==> config.mk <==
export PLATFORM = sky130hd
export DESIGN_NAME = ook_pulse_distance_decoder_unit
export DESIGN_NICKNAME = d
export VERILOG_FILES = /design/src/rtl/core/ookd_pkg.sv /design/src/rtl/core/ookd_cfg_regs.sv /design/src/rtl/core/ookd_frame_core.sv /design/src/rtl/core/ookd_result_out.sv /design/src/rtl/core/ook_pulse_distance_decoder_unit.sv
export SDC_FILE = /design/constraint.sdc
export NUM_CORES = 1
export LEC_CHECK = 0
export BUFFER_PORTS_ARGS = -buffer_cell sky130_fd_sc_hd__buf_2
export CAP_MARGIN = 0
export CORE_MARGIN = 8
export CORE_UTILIZATION = 45
export CTS_CLUSTER_DIAMETER = 120
export DETAILED_ROUTE_END_ITERATION = 7
export GPL_ROUTABILITY_DRIVEN = 0
export REMOVE_ABC_BUFFERS = 1
export SLEW_MARGIN = 5
export SYNTH_ARGS = -nofsm -noshare
export SYNTH_HDL_FRONTEND = slang
export SYNTH_SLANG_ARGS = --single-unit
==> constraint.sdc <==
create_clock -name clk -period 24.7 [get_ports clk]
set_input_delay 2.47 -clock clk [delete_from_list [all_inputs] [get_ports clk]]
set_output_delay 2.47 -clock clk [all_outputs]
set_load 0.005 [all_outputs]
==> src/rtl/core/ookd_pkg.sv <==
package ookd_pkg;

	localparam int ADDR_W = 5;

	localparam logic [2:0] REG_MIN_HIGH   = 3'd0;
	localparam logic [2:0] REG_SYNC_GAP   = 3'd1;
	localparam logic [2:0] REG_ZERO_GAP   = 3'd2;
	localparam logic [2:0] REG_ONE_GAP    = 3'd3;
	localparam logic [2:0] REG_SILENCE    = 3'd4;
	localparam logic [2:0] REG_MIN_REPEAT = 3'd5;
	localparam logic [2:0] REG_MIN_BITS   = 3'd6;

	localparam logic [15:0] RST_MIN_HIGH   = 16'd180;
	localparam logic [15:0] RST_SYNC_GAP   = 16'd3000;
	localparam logic [15:0] RST_ZERO_GAP   = 16'd400;
	localparam logic [15:0] RST_ONE_GAP    = 16'd1500;
	localparam logic [19:0] RST_SILENCE    = 20'd10000;
	localparam logic [7:0]  RST_MIN_REPEAT = 8'd3;
	localparam logic [5:0]  RST_MIN_BITS   = 6'd24;

	typedef struct packed {
		logic        level;
		logic [31:0] now_us;
	} ookd_in_t;

	typedef struct packed {
		logic       frame_done;
		logic [5:0] frame_bits;
		logic [7:0] byte_value;
		logic       last;
	} ookd_out_t;

	typedef struct packed {
		logic [15:0] min_high_us;
		logic [15:0] sync_gap_us;
		logic [15:0] zero_gap_us;
		logic [15:0] one_gap_us;
		logic [19:0] silence_us;
		logic [7:0]  min_repeats;
		logic [5:0]  min_frame_bits;
	} ookd_cfg_t;

	typedef struct packed {
		logic       report;
		logic [5:0] frame_bits;
	} ookd_evt_t;

endpackage

==> src/rtl/core/ookd_cfg_regs.sv <==
module ookd_cfg_regs (
	input  logic                       clk,
	input  logic                       arst_n,
	input  logic                       psel,
	input  logic                       penable,
	input  logic                       pwrite,
	input  logic [ookd_pkg::ADDR_W-1:0] paddr,
	input  logic [31:0]                pwdata,
	output logic [31:0]                prdata,
	output logic                       pready,
	output ookd_pkg::ookd_cfg_t        cfg
);

	ookd_pkg::ookd_cfg_t cfg_q;
	logic                wr_en;
	logic [2:0]          reg_idx;

	assign wr_en   = psel && penable && pwrite;
	assign reg_idx = paddr[4:2];
	assign pready  = 1'b1;
	assign cfg     = cfg_q;

	always_ff @(posedge clk or negedge arst_n) begin
		if (!arst_n) begin
			cfg_q.min_high_us    <= ookd_pkg::RST_MIN_HIGH;
			cfg_q.sync_gap_us    <= ookd_pkg::RST_SYNC_GAP;
			cfg_q.zero_gap_us    <= ookd_pkg::RST_ZERO_GAP;
			cfg_q.one_gap_us     <= ookd_pkg::RST_ONE_GAP;
			cfg_q.silence_us     <= ookd_pkg::RST_SILENCE;
			cfg_q.min_repeats    <= ookd_pkg::RST_MIN_REPEAT;
			cfg_q.min_frame_bits <= ookd_pkg::RST_MIN_BITS;
		end else if (wr_en) begin
			unique case (reg_idx)
				ookd_pkg::REG_MIN_HIGH:   cfg_q.min_high_us    <= pwdata[15:0];
				ookd_pkg::REG_SYNC_GAP:   cfg_q.sync_gap_us    <= pwdata[15:0];
				ookd_pkg::REG_ZERO_GAP:   cfg_q.zero_gap_us    <= pwdata[15:0];
				ookd_pkg::REG_ONE_GAP:    cfg_q.one_gap_us     <= pwdata[15:0];
				ookd_pkg::REG_SILENCE:    cfg_q.silence_us     <= pwdata[19:0];
				ookd_pkg::REG_MIN_REPEAT: cfg_q.min_repeats    <= pwdata[7:0];
				ookd_pkg::REG_MIN_BITS:   cfg_q.min_frame_bits <= pwdata[5:0];
				default: ;
			endcase
		end
	end

	always_comb begin
		unique case (reg_idx)
			ookd_pkg::REG_MIN_HIGH:   prdata = 32'(cfg_q.min_high_us);
			ookd_pkg::REG_SYNC_GAP:   prdata = 32'(cfg_q.sync_gap_us);
			ookd_pkg::REG_ZERO_GAP:   prdata = 32'(cfg_q.zero_gap_us);
			ookd_pkg::REG_ONE_GAP:    prdata = 32'(cfg_q.one_gap_us);
			ookd_pkg::REG_SILENCE:    prdata = 32'(cfg_q.silence_us);
			ookd_pkg::REG_MIN_REPEAT: prdata = 32'(cfg_q.min_repeats);
			ookd_pkg::REG_MIN_BITS:   prdata = 32'(cfg_q.min_frame_bits);
			default:                  prdata = '0;
		endcase
	end

endmodule

==> src/rtl/core/ookd_frame_core.sv <==
module ookd_frame_core #(
	parameter int DATA_BYTES = 7
) (
	input  logic                         clk,
	input  logic                         arst_n,
	input  logic                         step,
	input  ookd_pkg::ookd_in_t           sample,
	input  ookd_pkg::ookd_cfg_t          cfg,
	output ookd_pkg::ookd_evt_t          evt,
	output logic [DATA_BYTES-1:0][7:0]   saved
);

	localparam int CW = $clog2(8 * DATA_BYTES + 1);
	localparam int IW = $clog2(DATA_BYTES);
	localparam logic [CW-1:0] BIT_LIMIT = CW'(8 * DATA_BYTES);

	logic                       prev_level_q;
	logic [31:0]                high_start_q;
	logic                       high_armed_q;
	logic [31:0]                last_end_q;
	logic [31:0]                prior_end_q;
	logic                       pending_q;
	logic [CW-1:0]              bit_cnt_q;
	logic [DATA_BYTES-1:0][7:0] work_q;
	logic [DATA_BYTES-1:0][7:0] saved_q;
	logic [CW-1:0]              saved_cnt_q;
	logic [7:0]                 repeat_q;

	logic [31:0]                high_start_n;
	logic                       high_armed_n;
	logic [31:0]                last_end_n;
	logic [31:0]                prior_end_n;
	logic                       pending_n;
	logic [CW-1:0]              bit_cnt_n;
	logic [DATA_BYTES-1:0][7:0] work_n;
	logic [DATA_BYTES-1:0][7:0] saved_n;
	logic [CW-1:0]              saved_cnt_n;
	logic [7:0]                 repeat_n;

	logic [31:0]                high_len;
	logic [31:0]                quiet;
	logic [31:0]                gap;
	logic                       report;
	logic [CW-1:0]              bit_wrap;
	logic [IW-1:0]              idx;
	logic                       frame_ok;
	logic                       same;
	logic [7:0]                 saved_cnt8;

	always_comb begin
		high_start_n = high_start_q;
		high_armed_n = high_armed_q;
		last_end_n   = last_end_q;
		prior_end_n  = prior_end_q;
		pending_n    = pending_q;
		bit_cnt_n    = bit_cnt_q;
		work_n       = work_q;
		saved_n      = saved_q;
		saved_cnt_n  = saved_cnt_q;
		repeat_n     = repeat_q;

		// edge tracking
		high_len = sample.now_us - high_start_q;
		if (sample.level) begin
			if (!prev_level_q) begin
				high_start_n = sample.now_us;
				high_armed_n = 1'b1;
			end
		end else if (high_armed_q && (high_len > 32'(cfg.min_high_us))) begin
			prior_end_n  = last_end_q;
			last_end_n   = sample.now_us;
			pending_n    = 1'b1;
			high_armed_n = 1'b0;
		end

		quiet  = sample.now_us - last_end_n;
		report = (quiet > 32'(cfg.silence_us)) && (repeat_q > cfg.min_repeats);

		// gap classification
		gap      = last_end_n - prior_end_n;
		bit_wrap = (bit_cnt_q >= BIT_LIMIT) ? '0 : bit_cnt_q;
		idx      = bit_wrap[IW+2:3];
		frame_ok = 8'(bit_wrap) >= 8'(cfg.min_frame_bits);
		same     = (bit_wrap == saved_cnt_q) && (work_q == saved_q);

		if (report) begin
			repeat_n = '0;
		end else if (pending_n) begin
			pending_n = 1'b0;
			if (gap > 32'(cfg.sync_gap_us)) begin
				if (frame_ok) begin
					if (same) begin
						if (repeat_q != 8'hFF) begin
							repeat_n = repeat_q + 8'd1;
						end
					end else begin
						repeat_n    = '0;
						saved_cnt_n = bit_wrap;
						saved_n     = work_q;
					end
				end
				bit_cnt_n = '0;
				work_n    = '0;
			end else if (gap > 32'(cfg.zero_gap_us)) begin
				work_n[idx] = {work_q[idx][6:0], gap > 32'(cfg.one_gap_us)};
				bit_cnt_n   = bit_wrap + CW'(1);
			end else begin
				bit_cnt_n = bit_wrap;
			end
		end

		saved_cnt8     = 8'(saved_cnt_q);
		evt.report     = report;
		evt.frame_bits = saved_cnt8[5:0];
	end

	assign saved = saved_q;

	always_ff @(posedge clk or negedge arst_n) begin
		if (!arst_n) begin
			prev_level_q <= 1'b0;
			high_start_q <= '0;
			high_armed_q <= 1'b0;
			last_end_q   <= '0;
			prior_end_q  <= '0;
			pending_q    <= 1'b0;
			bit_cnt_q    <= '0;
			work_q       <= '0;
			saved_q      <= '0;
			saved_cnt_q  <= '0;
			repeat_q     <= '0;
		end else if (step) begin
			prev_level_q <= sample.level;
			high_start_q <= high_start_n;
			high_armed_q <= high_armed_n;
			last_end_q   <= last_end_n;
			prior_end_q  <= prior_end_n;
			pending_q    <= pending_n;
			bit_cnt_q    <= bit_cnt_n;
			work_q       <= work_n;
			saved_q      <= saved_n;
			saved_cnt_q  <= saved_cnt_n;
			repeat_q     <= repeat_n;
		end
	end

endmodule

==> src/rtl/core/ookd_result_out.sv <==
module ookd_result_out #(
	parameter int DATA_BYTES = 7
) (
	input  logic                       clk,
	input  logic                       arst_n,
	input  logic                       step,
	input  ookd_pkg::ookd_evt_t        evt,
	input  logic [DATA_BYTES-1:0][7:0] saved,
	output logic                       take,
	output logic                       result_valid,
	input  logic                       result_stall,
	output ookd_pkg::ookd_out_t        result
);

	localparam int IW = $clog2(DATA_BYTES);
	localparam logic [IW-1:0] LAST_IDX = IW'(DATA_BYTES - 1);

	logic                out_valid_q;
	ookd_pkg::ookd_out_t out_q;
	logic                busy_q;
	logic [IW-1:0]       idx_q;
	logic                out_free;

	assign out_free     = !out_valid_q || !result_stall;
	assign take         = out_free && !busy_q;
	assign result_valid = out_valid_q;
	assign result       = out_q;

	always_ff @(posedge clk or negedge arst_n) begin
		if (!arst_n) begin
			out_valid_q <= 1'b0;
			busy_q      <= 1'b0;
			idx_q       <= '0;
		end else if (step) begin
			out_valid_q <= 1'b1;
			if (evt.report) begin
				busy_q <= 1'b1;
				idx_q  <= IW'(1);
			end
		end else if (busy_q && out_free) begin
			out_valid_q <= 1'b1;
			idx_q       <= idx_q + IW'(1);
			if (idx_q == LAST_IDX) begin
				busy_q <= 1'b0;
			end
		end else if (out_valid_q && !result_stall) begin
			out_valid_q <= 1'b0;
		end
	end

	always_ff @(posedge clk) begin
		if (step) begin
			if (evt.report) begin
				out_q.frame_done <= 1'b1;
				out_q.frame_bits <= evt.frame_bits;
				out_q.byte_value <= saved[0];
				out_q.last       <= 1'b0;
			end else begin
				out_q.frame_done <= 1'b0;
				out_q.frame_bits <= '0;
				out_q.byte_value <= '0;
				out_q.last       <= 1'b1;
			end
		end else if (busy_q && out_free) begin
			out_q.frame_done <= 1'b1;
			out_q.frame_bits <= evt.frame_bits;
			out_q.byte_value <= saved[idx_q];
			out_q.last       <= (idx_q == LAST_IDX);
		end
	end

`ifndef NO_ASSERTIONS
	a_report_first: assert property (@(posedge clk) disable iff (!arst_n)
		step && evt.report |=> out_valid_q && out_q.frame_done && !out_q.last)
		else $error("report did not start with a non-final byte");
	a_more_pending: assert property (@(posedge clk) disable iff (!arst_n)
		out_valid_q && out_q.frame_done && !out_q.last |-> busy_q)
		else $error("non-final report byte with nothing left to send");
	a_busy_valid: assert property (@(posedge clk) disable iff (!arst_n)
		busy_q |-> out_valid_q)
		else $error("report in progress without a held result");
	a_plain_result: assert property (@(posedge clk) disable iff (!arst_n)
		out_valid_q && !out_q.frame_done |->
			out_q.last && out_q.byte_value == 8'd0 && out_q.frame_bits == 6'd0)
		else $error("plain result carries report data");
`endif

endmodule

==> src/rtl/core/ook_pulse_distance_decoder_unit.sv <==
// channel   direction  handshake                   payload
// sample    in         sample_valid / sample_stall  ookd_in_t  (level, now_us)
// result    out        result_valid / result_stall  ookd_out_t (frame_done, frame_bits,
//                                                              byte_value, last)
// config    in         apb psel/penable/pready      min_high_us .. min_frame_bits
//
// a poll waits in the input register and is decoded in the cycle it leaves it,
// so one poll per cycle is taken while results flow out and no frame is being reported.
// a poll that reports a frame gives DATA_BYTES results, one per cycle from the output
// register unless stalled; the input register holds the next poll until the last byte has gone.
// a stalled result holds the output register and, once the input register is full,
// the sample channel. arst_n clears all decoder state and configuration to defaults.
module ook_pulse_distance_decoder_unit #(
	parameter int DATA_BYTES = 7
) (
	input  logic                        clk,
	input  logic                        arst_n,
	input  logic                        sample_valid,
	output logic                        sample_stall,
	input  ookd_pkg::ookd_in_t          sample,
	output logic                        result_valid,
	input  logic                        result_stall,
	output ookd_pkg::ookd_out_t         result,
	input  logic                        psel,
	input  logic                        penable,
	input  logic                        pwrite,
	input  logic [ookd_pkg::ADDR_W-1:0] paddr,
	input  logic [31:0]                 pwdata,
	output logic [31:0]                 prdata,
	output logic                        pready
);

	logic                       in_valid_s1;
	ookd_pkg::ookd_in_t         in_s1;
	logic                       take;
	logic                       step;
	ookd_pkg::ookd_cfg_t        cfg;
	ookd_pkg::ookd_evt_t        evt;
	logic [DATA_BYTES-1:0][7:0] saved;

	assign step         = in_valid_s1 && take;
	assign sample_stall = in_valid_s1 && !take;

	always_ff @(posedge clk or negedge arst_n) begin
		if (!arst_n) begin
			in_valid_s1 <= 1'b0;
		end else if (!in_valid_s1 || take) begin
			in_valid_s1 <= sample_valid;
		end
	end

	always_ff @(posedge clk) begin
		if (sample_valid && !sample_stall) begin
			in_s1 <= sample;
		end
	end

	ookd_cfg_regs u_regs (
		.clk     (clk),
		.arst_n  (arst_n),
		.psel    (psel),
		.penable (penable),
		.pwrite  (pwrite),
		.paddr   (paddr),
		.pwdata  (pwdata),
		.prdata  (prdata),
		.pready  (pready),
		.cfg     (cfg)
	);

	ookd_frame_core #(
		.DATA_BYTES (DATA_BYTES)
	) u_core (
		.clk    (clk),
		.arst_n (arst_n),
		.step   (step),
		.sample (in_s1),
		.cfg    (cfg),
		.evt    (evt),
		.saved  (saved)
	);

	ookd_result_out #(
		.DATA_BYTES (DATA_BYTES)
	) u_out (
		.clk          (clk),
		.arst_n       (arst_n),
		.step         (step),
		.evt          (evt),
		.saved        (saved),
		.take         (take),
		.result_valid (result_valid),
		.result_stall (result_stall),
		.result       (result)
	);

endmodule

### Word-level counts from Yosys, hierarchy flattened

Index checks and enable logic that the tools add are counted.

* multiplexer cells: 42
* $lt $le $gt $ge: 11
* reduce and logical (&&, ||, !) cells: 44
* add/sub/neg operators: 6
* equality and inequality tests: 13
* bitwise operators: 3

Operator list (number)
* 20-bit case mux with 7 select lines: 1
* 32-bit by 16-bit > comparator with 1-bit output: 4
* 32-bit two-way mux: 4
* 56-bit two-way mux: 2
* 32-bit subtractor: 3
* 8-bit two-way mux: 8
* 56-bit bitwise mux: 1
* 56-bit == test: 1
* 8-bit binary-select mux with 3-bit select: 2
* 16-bit two-way mux: 3
* 32-bit by 20-bit > comparator with 1-bit output: 1
* 8-bit demux with 3-bit select: 1
* 6-bit two-way mux: 3
* 2-bit AND reduction: 8
* 2-bit nonzero test: 7
* 1-bit two-way mux: 13
* 3-bit == test, second input constant: 4
* 1-bit logical AND: 12
* 3-bit AND reduction: 4
* 3-bit two-way mux: 3
* 8-bit by 1-bit adder with 8-bit output, second input constant: 1
* 8-bit > comparator: 1
* 3-bit by 4-bit less-than comparator with 1-bit output, second input constant: 2
* 8-bit inequality test, second input constant: 1
* other kinds (20): 29

* flip-flop bits (word level): 384
* input port bits: 77
* logic and storage cells: 159

### Depth between registers and ports, before layout

Gate-level depths: netlist of the first run.

* depth after elaboration: 10
* gate-level depth with buffers: 52
* mapped depth without buffers: 49

### By module

Synthesis of the first run repeated with hierarchy kept, for this count alone.

* cell total of the unflattened synthesis: 2635
* area, all modules: 26449.1 µm²

By module, submodules not included
* ookd_frame_core: area an instance 19148.4 µm², instances 1, cells an instance 2110, sequential area each 5780.5 µm²
* ookd_cfg_regs: area an instance 4817.1 µm², instances 1, cells an instance 356, sequential area each 2489.9 µm²
* ookd_result_out: area an instance 1428.9 µm², instances 1, cells an instance 130, sequential area each 605.6 µm²
* ook_pulse_distance_decoder_unit: area an instance 1054.8 µm², instances 1, cells an instance 39, sequential area each 1016.0 µm²

### Worst setup path before layout of the first run

No wires, ideal clock.

* path type: flip-flop to flip-flop
* start: register in_s1[0] (netlist name)
* end: register u_core.bit_cnt_q[1]
* buffers on the path: 3
* arrival: 9.759 ns
* setup slack: 14.823 ns
* cell stages (with the launch flop): 51
* period minus slack after synthesis: 9.877 ns
* required time: 24.582 ns
* setup time: 0.118 ns
* cells stage by stage: edfxtp_1 > inv_1 > ha_1 > fa_1 > nand2b_1 > a21oi_1 > o21ai_0 > nand2b_1 > a21oi_1 > nor2b_1 > o21ai_0 > nand2b_1 > xor2_1 > ha_1 > nand4_1 > nor4_1 > or3_1 > a21oi_1 > (+15 left out) > a21oi_1 > o21ai_0 > a21o_1 > a21oi_1 > xnor2_1 > ha_1 > nand4_1 > nor4_1 > a21o_1 > a21oi_1 > a311oi_1 > nand4_1 > nand4b_1 > a311o_1 > a311o_2 > buf_2 > o21a_1 > a21o_1

* word-level cells in the longest chain between the ends: 10
* elaborated cells on any way between the ends: 19
* those cells by class: add/sub (3); order compare (4); mux (8); bitwise (1); reduce/logical (3)

RTL lines
* start, declared: RTL line ook_pulse_distance_decoder_unit.sv:34 `ookd_pkg::ookd_in_t in_s1;`
* start signal, assigned: RTL line ook_pulse_distance_decoder_unit.sv:54 `in_s1 <= sample;`
* 32-bit subtractor: RTL line ookd_frame_core.sv:63 `high_len = sample.now_us - high_start_q;`
* 32-bit by 16-bit > comparator with 1-bit output: RTL line ookd_frame_core.sv:69 `end else if (high_armed_q && (high_len > 32'(cfg.min_high_us))) begin`
* 1-bit logical AND: RTL line ookd_frame_core.sv:69
* 32-bit two-way mux: RTL line ookd_frame_core.sv:69
* 32-bit two-way mux: RTL line ookd_frame_core.sv:64 `if (sample.level) begin`
* 32-bit subtractor: RTL line ookd_frame_core.sv:76 `quiet = sample.now_us - last_end_n;`
* 32-bit by 20-bit > comparator with 1-bit output: RTL line ookd_frame_core.sv:77 `report = (quiet > 32'(cfg.silence_us)) && (repeat_q > cfg.min_repeats);`
* 1-bit logical AND: RTL line ookd_frame_core.sv:77
* 1-bit inverter (no source line)
* 3-bit AND reduction (no source line)
* end signal, assigned: RTL line ookd_frame_core.sv:139 `bit_cnt_q <= bit_cnt_n;`
* end, declared: RTL line ookd_frame_core.sv:23 `logic [CW-1:0] bit_cnt_q;`

Several ways; a longest one is shown, not always the timed one.
A chain may end at the register's enable or synchronous reset.

### Final worst setup path of the first run

* start: register in_s1[4] (netlist name)
* end: register u_core.work_q[25] (netlist name)

* word-level cells in the longest chain between the ends: 10
* elaborated cells on any way between the ends: 19
* those cells by class: add/sub (3); order compare (4); mux (7); bitwise (1); reduce/logical (4)

RTL lines
* 32-bit subtractor: RTL line ookd_frame_core.sv:63
* 32-bit by 16-bit > comparator with 1-bit output: RTL line ookd_frame_core.sv:69
* 1-bit logical AND: RTL line ookd_frame_core.sv:69
* 32-bit two-way mux: RTL line ookd_frame_core.sv:69
* 32-bit two-way mux: RTL line ookd_frame_core.sv:64
* 32-bit subtractor: RTL line ookd_frame_core.sv:76
* 32-bit by 20-bit > comparator with 1-bit output: RTL line ookd_frame_core.sv:77
* 1-bit logical AND: RTL line ookd_frame_core.sv:77
* 1-bit inverter (no source line)
* 4-bit AND reduction (no source line)
* end signal, assigned: RTL line ookd_frame_core.sv:140 `work_q <= work_n;`
* end, declared: RTL line ookd_frame_core.sv:24 `logic [DATA_BYTES-1:0][7:0] work_q;`

Several ways; a longest one is shown, not always the timed one.

==> metrics.txt, run 1 <==
outcome=complete, no violations; num ports=128; required time of the critical path=25.22 ns; Post-synth EDFFs=49; CP endpoint kind=flip-flop; number of global-route vias before repair=21100; CTS tree=yes; mean area per synthesized cell=9.21 um2; H-tree depth=2; area added between synthesis and finish=10.6%; max incr delay on CP=0.63 ns; ys flop type=dfrtp_1; period utilization=0.522; Post-Synthesis Cells=2832; CP startpoint kind=flip-flop; GRT Total Usage=0.222; Port Buf Inserts=100; core area=0.0575 mm2; Post-Syn Area=0.0261 mm2; Internal Dissipation=2.04 mW; hpwl dp=54500 um; power after layout=3.72 mW; yosys warns=0; commonest cells after routing, fill and taps aside=nand2_1 (465), dfrtp_1 (305), inv_1 (219); cts repair resizes=0; worst-path fanout max=31; Final min period=12.90 ns; Net Switching=1.67 mW; setup ws final=11.80 ns; antenna viol nets, final=0; final WL=74700 um; clock root buffer=clkbuf_16; PD cells=129 mW/mm2; Yosys reg bits=384; most common cell after layout, fill and taps aside=nand2_1; fmax=77.5 MHz; Post-synth ARST share=0.872; Fin Setup TNS=0 ns; actual slew at the worst max-slew pin=1.38 ns; nets=3162; Critical Path AT=13.42 ns; first-pass GRT wire length=118000 um; largest net degree at the start of global routing=168; CTS Buf Count=46; worst ir drop on vdd=0.0669 mV; row count=88; 1st-pass router iterations=5; starting density of the core=0.454; RSZ-0062 raised after global routing=false; number of max-cap violations=0; Placement Setup Slack=11.95 ns; vias post-DR=21300; combinational power share=0.577; initial antenna violation count=1; CTS clk-pin slew, worst paths=0.06 ns; clk sink count=384; die height=257 um; Fin. Hold Viols=0; Overflow after GRT=0; Most common cell on crit path=a21oi_1; post-synthesis sequential area ratio=0.379; Rel. slew slack=0.0659; fin util=0.502; max-slew violations=0; clock buffer depth=3; fraction of layout cells with a size suffix above 1=0.132; DR WL/cell=20.2 um; clock skew=0.0479 ns; DIE AREA=0.0659 mm2; Crit Path Class=flip-flop to flip-flop; Worst path slowest cell=a21boi_1; Iter 0 DRT Violations=1578; residual DRC count=0; Hold WC Path Type=flip-flop to flip-flop; Leakage=13.6 nW; Die Wd=257 um; Vias/cell=5.79; Seq pwr share=0.226; hold buffer count at CTS=0; switching share of power=0.450; Cell variety after synth=96; Inserted Diodes=0; clk_lat worst skew=0.62 ns; total setup buffers inserted after CTS=0; Clock power frac=0.197; final setup vio count=0
cell type report:
class / count / area (um2)
clock buffers: 65 / 1300
clock inverters: 20 / 347
fillers: 5445 / 28600
inverters: 219 / 822
multi-input cells: 2116 / 14900
flip-flops and latches: 384 / 9890
well taps: 765 / 957
repair buffers: 119 / 666
cells by family (layout without fill, tap and decap cells):
logic type	count (synthesis)	in the layout	share of synthesized area
other	2	13	0.000288
muxes	261	261	0.117
DFF	384	384	0.379
and+or+nand+nor	844	844	0.147
adders and majority gates	199	199	0.0963
buffers and inverters	343	423	0.0536
AOI/OAI and AO/OA	679	679	0.166
xor gates and xnor gates	120	120	0.0403
flip-flops by register name, indices dropped and copies added (netlist names):
name,count
u_out.result_valid,1
u_core.repeat_q,8
u_core.prev_level_q,1
u_out.result,16
u_core.saved,56
u_core.bit_cnt_q,6
u_core.last_end_q,32
in_valid_s1,1
u_out.idx_q,3
u_regs.cfg,98
u_out.busy_q,1
u_core.saved_cnt_q,6
u_core.pending_q,1
in_s1,33
u_core.work_q,56
u_core.prior_end_q,32
u_core.high_start_q,32
u_core.high_armed_q,1
per-layer routing:
layer | share of wire | vias up | GRT usage | routed length [um]
met5 | 0 | - | 0 | 0
met4 | 0.031 | 0 | 0.0699 | 2310
met3 | 0.059 | 144 | 0.0349 | 4420
met2 | 0.46 | 638 | 0.364 | 34300
met1 | 0.45 | 10400 | 0.299 | 33600
li1 | - | 10100 | - | -
path summary, 6_finish.rpt:
kind	start	to	slack, ns	cells after the start
worst min register to register	u_core.prior_end_q[1]	u_core.prior_end_q[1]	0.47	2
min in group asynchronous	arst_n	u_regs.cfg[47]	1.94	1
worst min-delay path	u_core.prior_end_q[1]	u_core.prior_end_q[1]	0.47	2
max in group asynchronous	arst_n	u_core.saved[51]	21.26	2
worst max register to register	in_s1[4]	u_core.work_q[25]	11.80	43
worst max-delay path	in_s1[4]	u_core.work_q[25]	11.80	43
cells in the mapped netlist, types with 7 or more instances:
cell type	count	area share
and4_1	7	0.0023
a21boi_0	9	0.0026
buf_1	16	0.0023
a211o_1	7	0.0023
and2_1	16	0.0038
nand2_1	467	0.067
and3_1	11	0.0026
dfrtp_1	305	0.29
nand3_1	35	0.0067
mux2_1	49	0.021
a2111oi_0	8	0.0027
mux4_2	19	0.016
a21o_1	70	0.020
nand4_1	52	0.012
nor4_1	25	0.0060
o21a_1	22	0.0063
o21ai_0	202	0.039
nor2_1	95	0.014
a211oi_1	15	0.0043
nand2b_1	28	0.0067
nor2b_1	19	0.0046
o21ai_1	44	0.0084
o211ai_1	27	0.0078
a221oi_1	12	0.0040
ha_1	196	0.094
o22ai_1	12	0.0029
xor2_1	54	0.018
clkbuf_1	79	0.011
buf_4	15	0.0043
buf_2	8	0.0015
edfxtp_1	49	0.056
o21bai_1	14	0.0040
inv_1	219	0.032
a21oi_1	157	0.030
dfstp_2	30	0.030
nor3_1	46	0.0088
or3_1	9	0.0022
mux2i_1	85	0.033
xnor2_1	66	0.022
mux2_2	106	0.046
power by group through the flow:
stage          Sequential, mW  Clock [mW]  Combinational (mW)
2_1_floorplan           0.829           0                1.52
3_3_place_gp            0.844           0                2.05
3_5_place_dp            0.850           0                2.10
4_1_cts                 0.840       0.750                2.11
5_1_grt                 0.856       0.773                2.38
6_report                0.840       0.732                2.14
worst max-delay path, delay by kind of cell, from the launching register on:
kind | cells | cell delay [ns]
AOI/OAI and AO/OA | 24 | 6.80
adders and majority gates | 4 | 1.34
xor gates and xnor gates | 2 | 0.43
muxes | 1 | 0.42
and+or+nand+nor | 11 | 3.22
DFF | 1 | 0.51
buffers and inverters | 1 | 0.06
metrics by stage:
stage          cells  hold slack [ns]  area, um2
6_report        3688            0.473      28900
5_1_grt         3688            0.494      28900
4_1_cts         3688            0.477      28900
3_5_place_dp    3603            0.462      27200
3_3_place_gp    3603            0.452      27200
2_1_floorplan   2719            0.437      25600
No activity file was read; power rests on OpenSTA's default activity.
==> run 2: changes to the inputs <==
==> constraint.sdc (replaced) <==
create_clock -name clk -period 11.6 [get_ports clk]
set_input_delay 1.16 -clock clk [delete_from_list [all_inputs] [get_ports clk]]
set_output_delay 1.16 -clock clk [all_outputs]
set_load 0.005 [all_outputs]
==> run 2 against run 1 <==
Design area up 0.65%. Clock power increased by 100%. Sequential share of layout area down 0.22 points. Utilization rose by 0.32 points. Via count shrank 0.36%. Sequential power rose by 110%. Non-clock buffer count increased by 27. Flip-flop and latch count unchanged. Critical path depth is the same. Count of clock-buffer cells in the layout grew 3. Wire length rose by 0.14%.
==> metrics.txt, run 2 (synthesis results as in run 1) <==
RSZ-0062 raised after global routing=false; clk sink count=384; clk_lat worst skew=0.62 ns; Internal Dissipation=4.32 mW; Iter 0 DRT Violations=1586; num ports=128; number of global-route vias before repair=21000; Hold WC Path Type=flip-flop to flip-flop; fin util=0.505; vias post-DR=21300; DIE AREA=0.0659 mm2; PD cells=273 mW/mm2; worst ir drop on vdd=0.172 mV; max-slew violations=0; Crit Path Class=flip-flop to flip-flop; GRT Total Usage=0.222; fraction of layout cells with a size suffix above 1=0.143; clock buffer depth=3; row count=88; nets=3189; area of the multi-input gates=0.0150 mm2; Filler cells=5416; CTS Buf Count=46; Min-Delay Endpoint=u_core.prev_level_q; Hold Crit Depth=2; CTS tree=yes; hold buffer count at CTS=0; commonest cells after routing, fill and taps aside=nand2_1 (465), dfrtp_1 (305), inv_1 (219); residual DRC count=0; number of max-cap violations=0; Worst path slowest cell=or4_1; hpwl dp=55200 um; Vias/cell=5.72; Hold Startpoint=u_core.prev_level_q; core area=0.0575 mm2; required time of the critical path=12.13 ns; antenna viol nets, final=0; initial antenna violation count=2; actual slew at the worst max-slew pin=1.25 ns; Net Switching=3.60 mW; CP endpoint kind=flip-flop; hold_ws=0.469 ns; CP startpoint kind=flip-flop; 1st-pass router iterations=5; period utilization=0.942; Most common cell on crit path=a21o_1; Die Wd=257 um; DR WL/cell=20.1 um; starting density of the core=0.454; first-pass GRT wire length=118000 um; H-tree depth=2; worst flop-to-flop path endpoint=u_core.work_q[2]; final setup vio count=0; Fin. Hold Viols=0; combinational power share=0.588; largest net degree at the start of global routing=100; Final min period=10.93 ns; register area=0.00989 mm2; worst-path fanout max=10; clock root buffer=clkbuf_16; reg2reg start=in_s1[5]; Leakage=13.7 nW; CTS clk-pin slew, worst paths=0.06 ns; setup ws final=0.673 ns; switching share of power=0.454; max incr delay on CP=0.53 ns; fmax=91.5 MHz; Clock power frac=0.186; most common cell after layout, fill and taps aside=nand2_1; clock skew=0.0414 ns; power after layout=7.92 mW; Fin Setup TNS=0 ns; Critical Path AT=11.46 ns; flop-to-flop setup slack=0.67 ns; Overflow after GRT=0; area added between synthesis and finish=11.3%; outcome=complete, no violations; Placement Setup Slack=0.452 ns; Port Buf Inserts=100; Seq pwr share=0.226; Rel. slew slack=0.165; cells on worst reg2reg path=43; Largest register FFs=98; die height=257 um; final WL=74800 um
==> run 2: cell types whose count changed in the layout (fill, tap and decap cells not counted), moves of 2 or more <==
cell,delta
clkinv_1,-2
a21oi_2,+2
a21oi_1,-3
buf_4,+26
clkinv_2,+4
bufinv_16,-4
clkbuf_1,+4
==> run 2: power groups by stage <==
stage	Combinational (mW)	Clock [mW]	Sequential (mW)
finish	4.66	1.47	1.79
global placement	4.43	0	1.80
CTS	4.57	1.51	1.79
global route	5.17	1.55	1.82
floorplan	3.24	0	1.76
detailed placement	4.54	0	1.81
==> run 2: how the worst max path moves through the flow <==
stage,start,slack [ns],cells past startpoint,end
after floorplan,in_s1[0],0.05,47,u_core.saved[10]
after global placement,in_s1[1],0.64,43,u_core.work_q[29]
after detailed placement,in_s1[5],0.45,42,u_core.work_q[30]
after CTS,in_s1[5],0.40,42,u_core.work_q[30]
after global routing,in_s1[9],0.09,44,u_core.work_q[2]
final,in_s1[5],0.67,43,u_core.work_q[2]
==> run 2: metrics by stage <==
stage / area [um2] / cells
2_1_floorplan: 25600 / 2719
3_3_place_gp: 27400 / 3622
3_5_place_dp: 27400 / 3622
4_1_cts: 28900 / 3708
5_1_grt: 29000 / 3716
6_report: 29000 / 3717
==> run 2: repair_timing <==
item                                    4_1_cts  5_1_grt
buffers inserted                              0        8
endpoints found under the setup margin        0      139
gates resized for setup                       0       16
==> run 2: layer usage <==
metal | GRT usage | wire length (um) | vias to the layer above
met5 | 0 | 13 | -
met4 | 0.0743 | 2430 | 2
met3 | 0.0316 | 4360 | 144
met2 | 0.362 | 34500 | 639
met1 | 0.302 | 33500 | 10300
li1 | - | - | 10200
==> run 2: worst max-delay path, delay by kind of cell, from the launching register on <==
family	cells	cell delay, ns
adders and majority gates	4	1.34
muxes	1	0.21
DFF	1	0.43
buffers and inverters	1	0.14
xor gates and xnor gates	2	0.42
and+or+nand+nor	13	2.90
AOI/OAI and AO/OA	22	5.39
==> run 2: cell type report <==
cell class / count / area share
multi-input combinational: 2116 / 0.515
sequential: 384 / 0.341
clock buffer: 68 / 0.0449
tap: 765 / 0.0330
timing repair buffer: 146 / 0.0303
inverter: 219 / 0.0283
clock inverter: 18 / 0.00818
antenna: 1 / 0.0000861
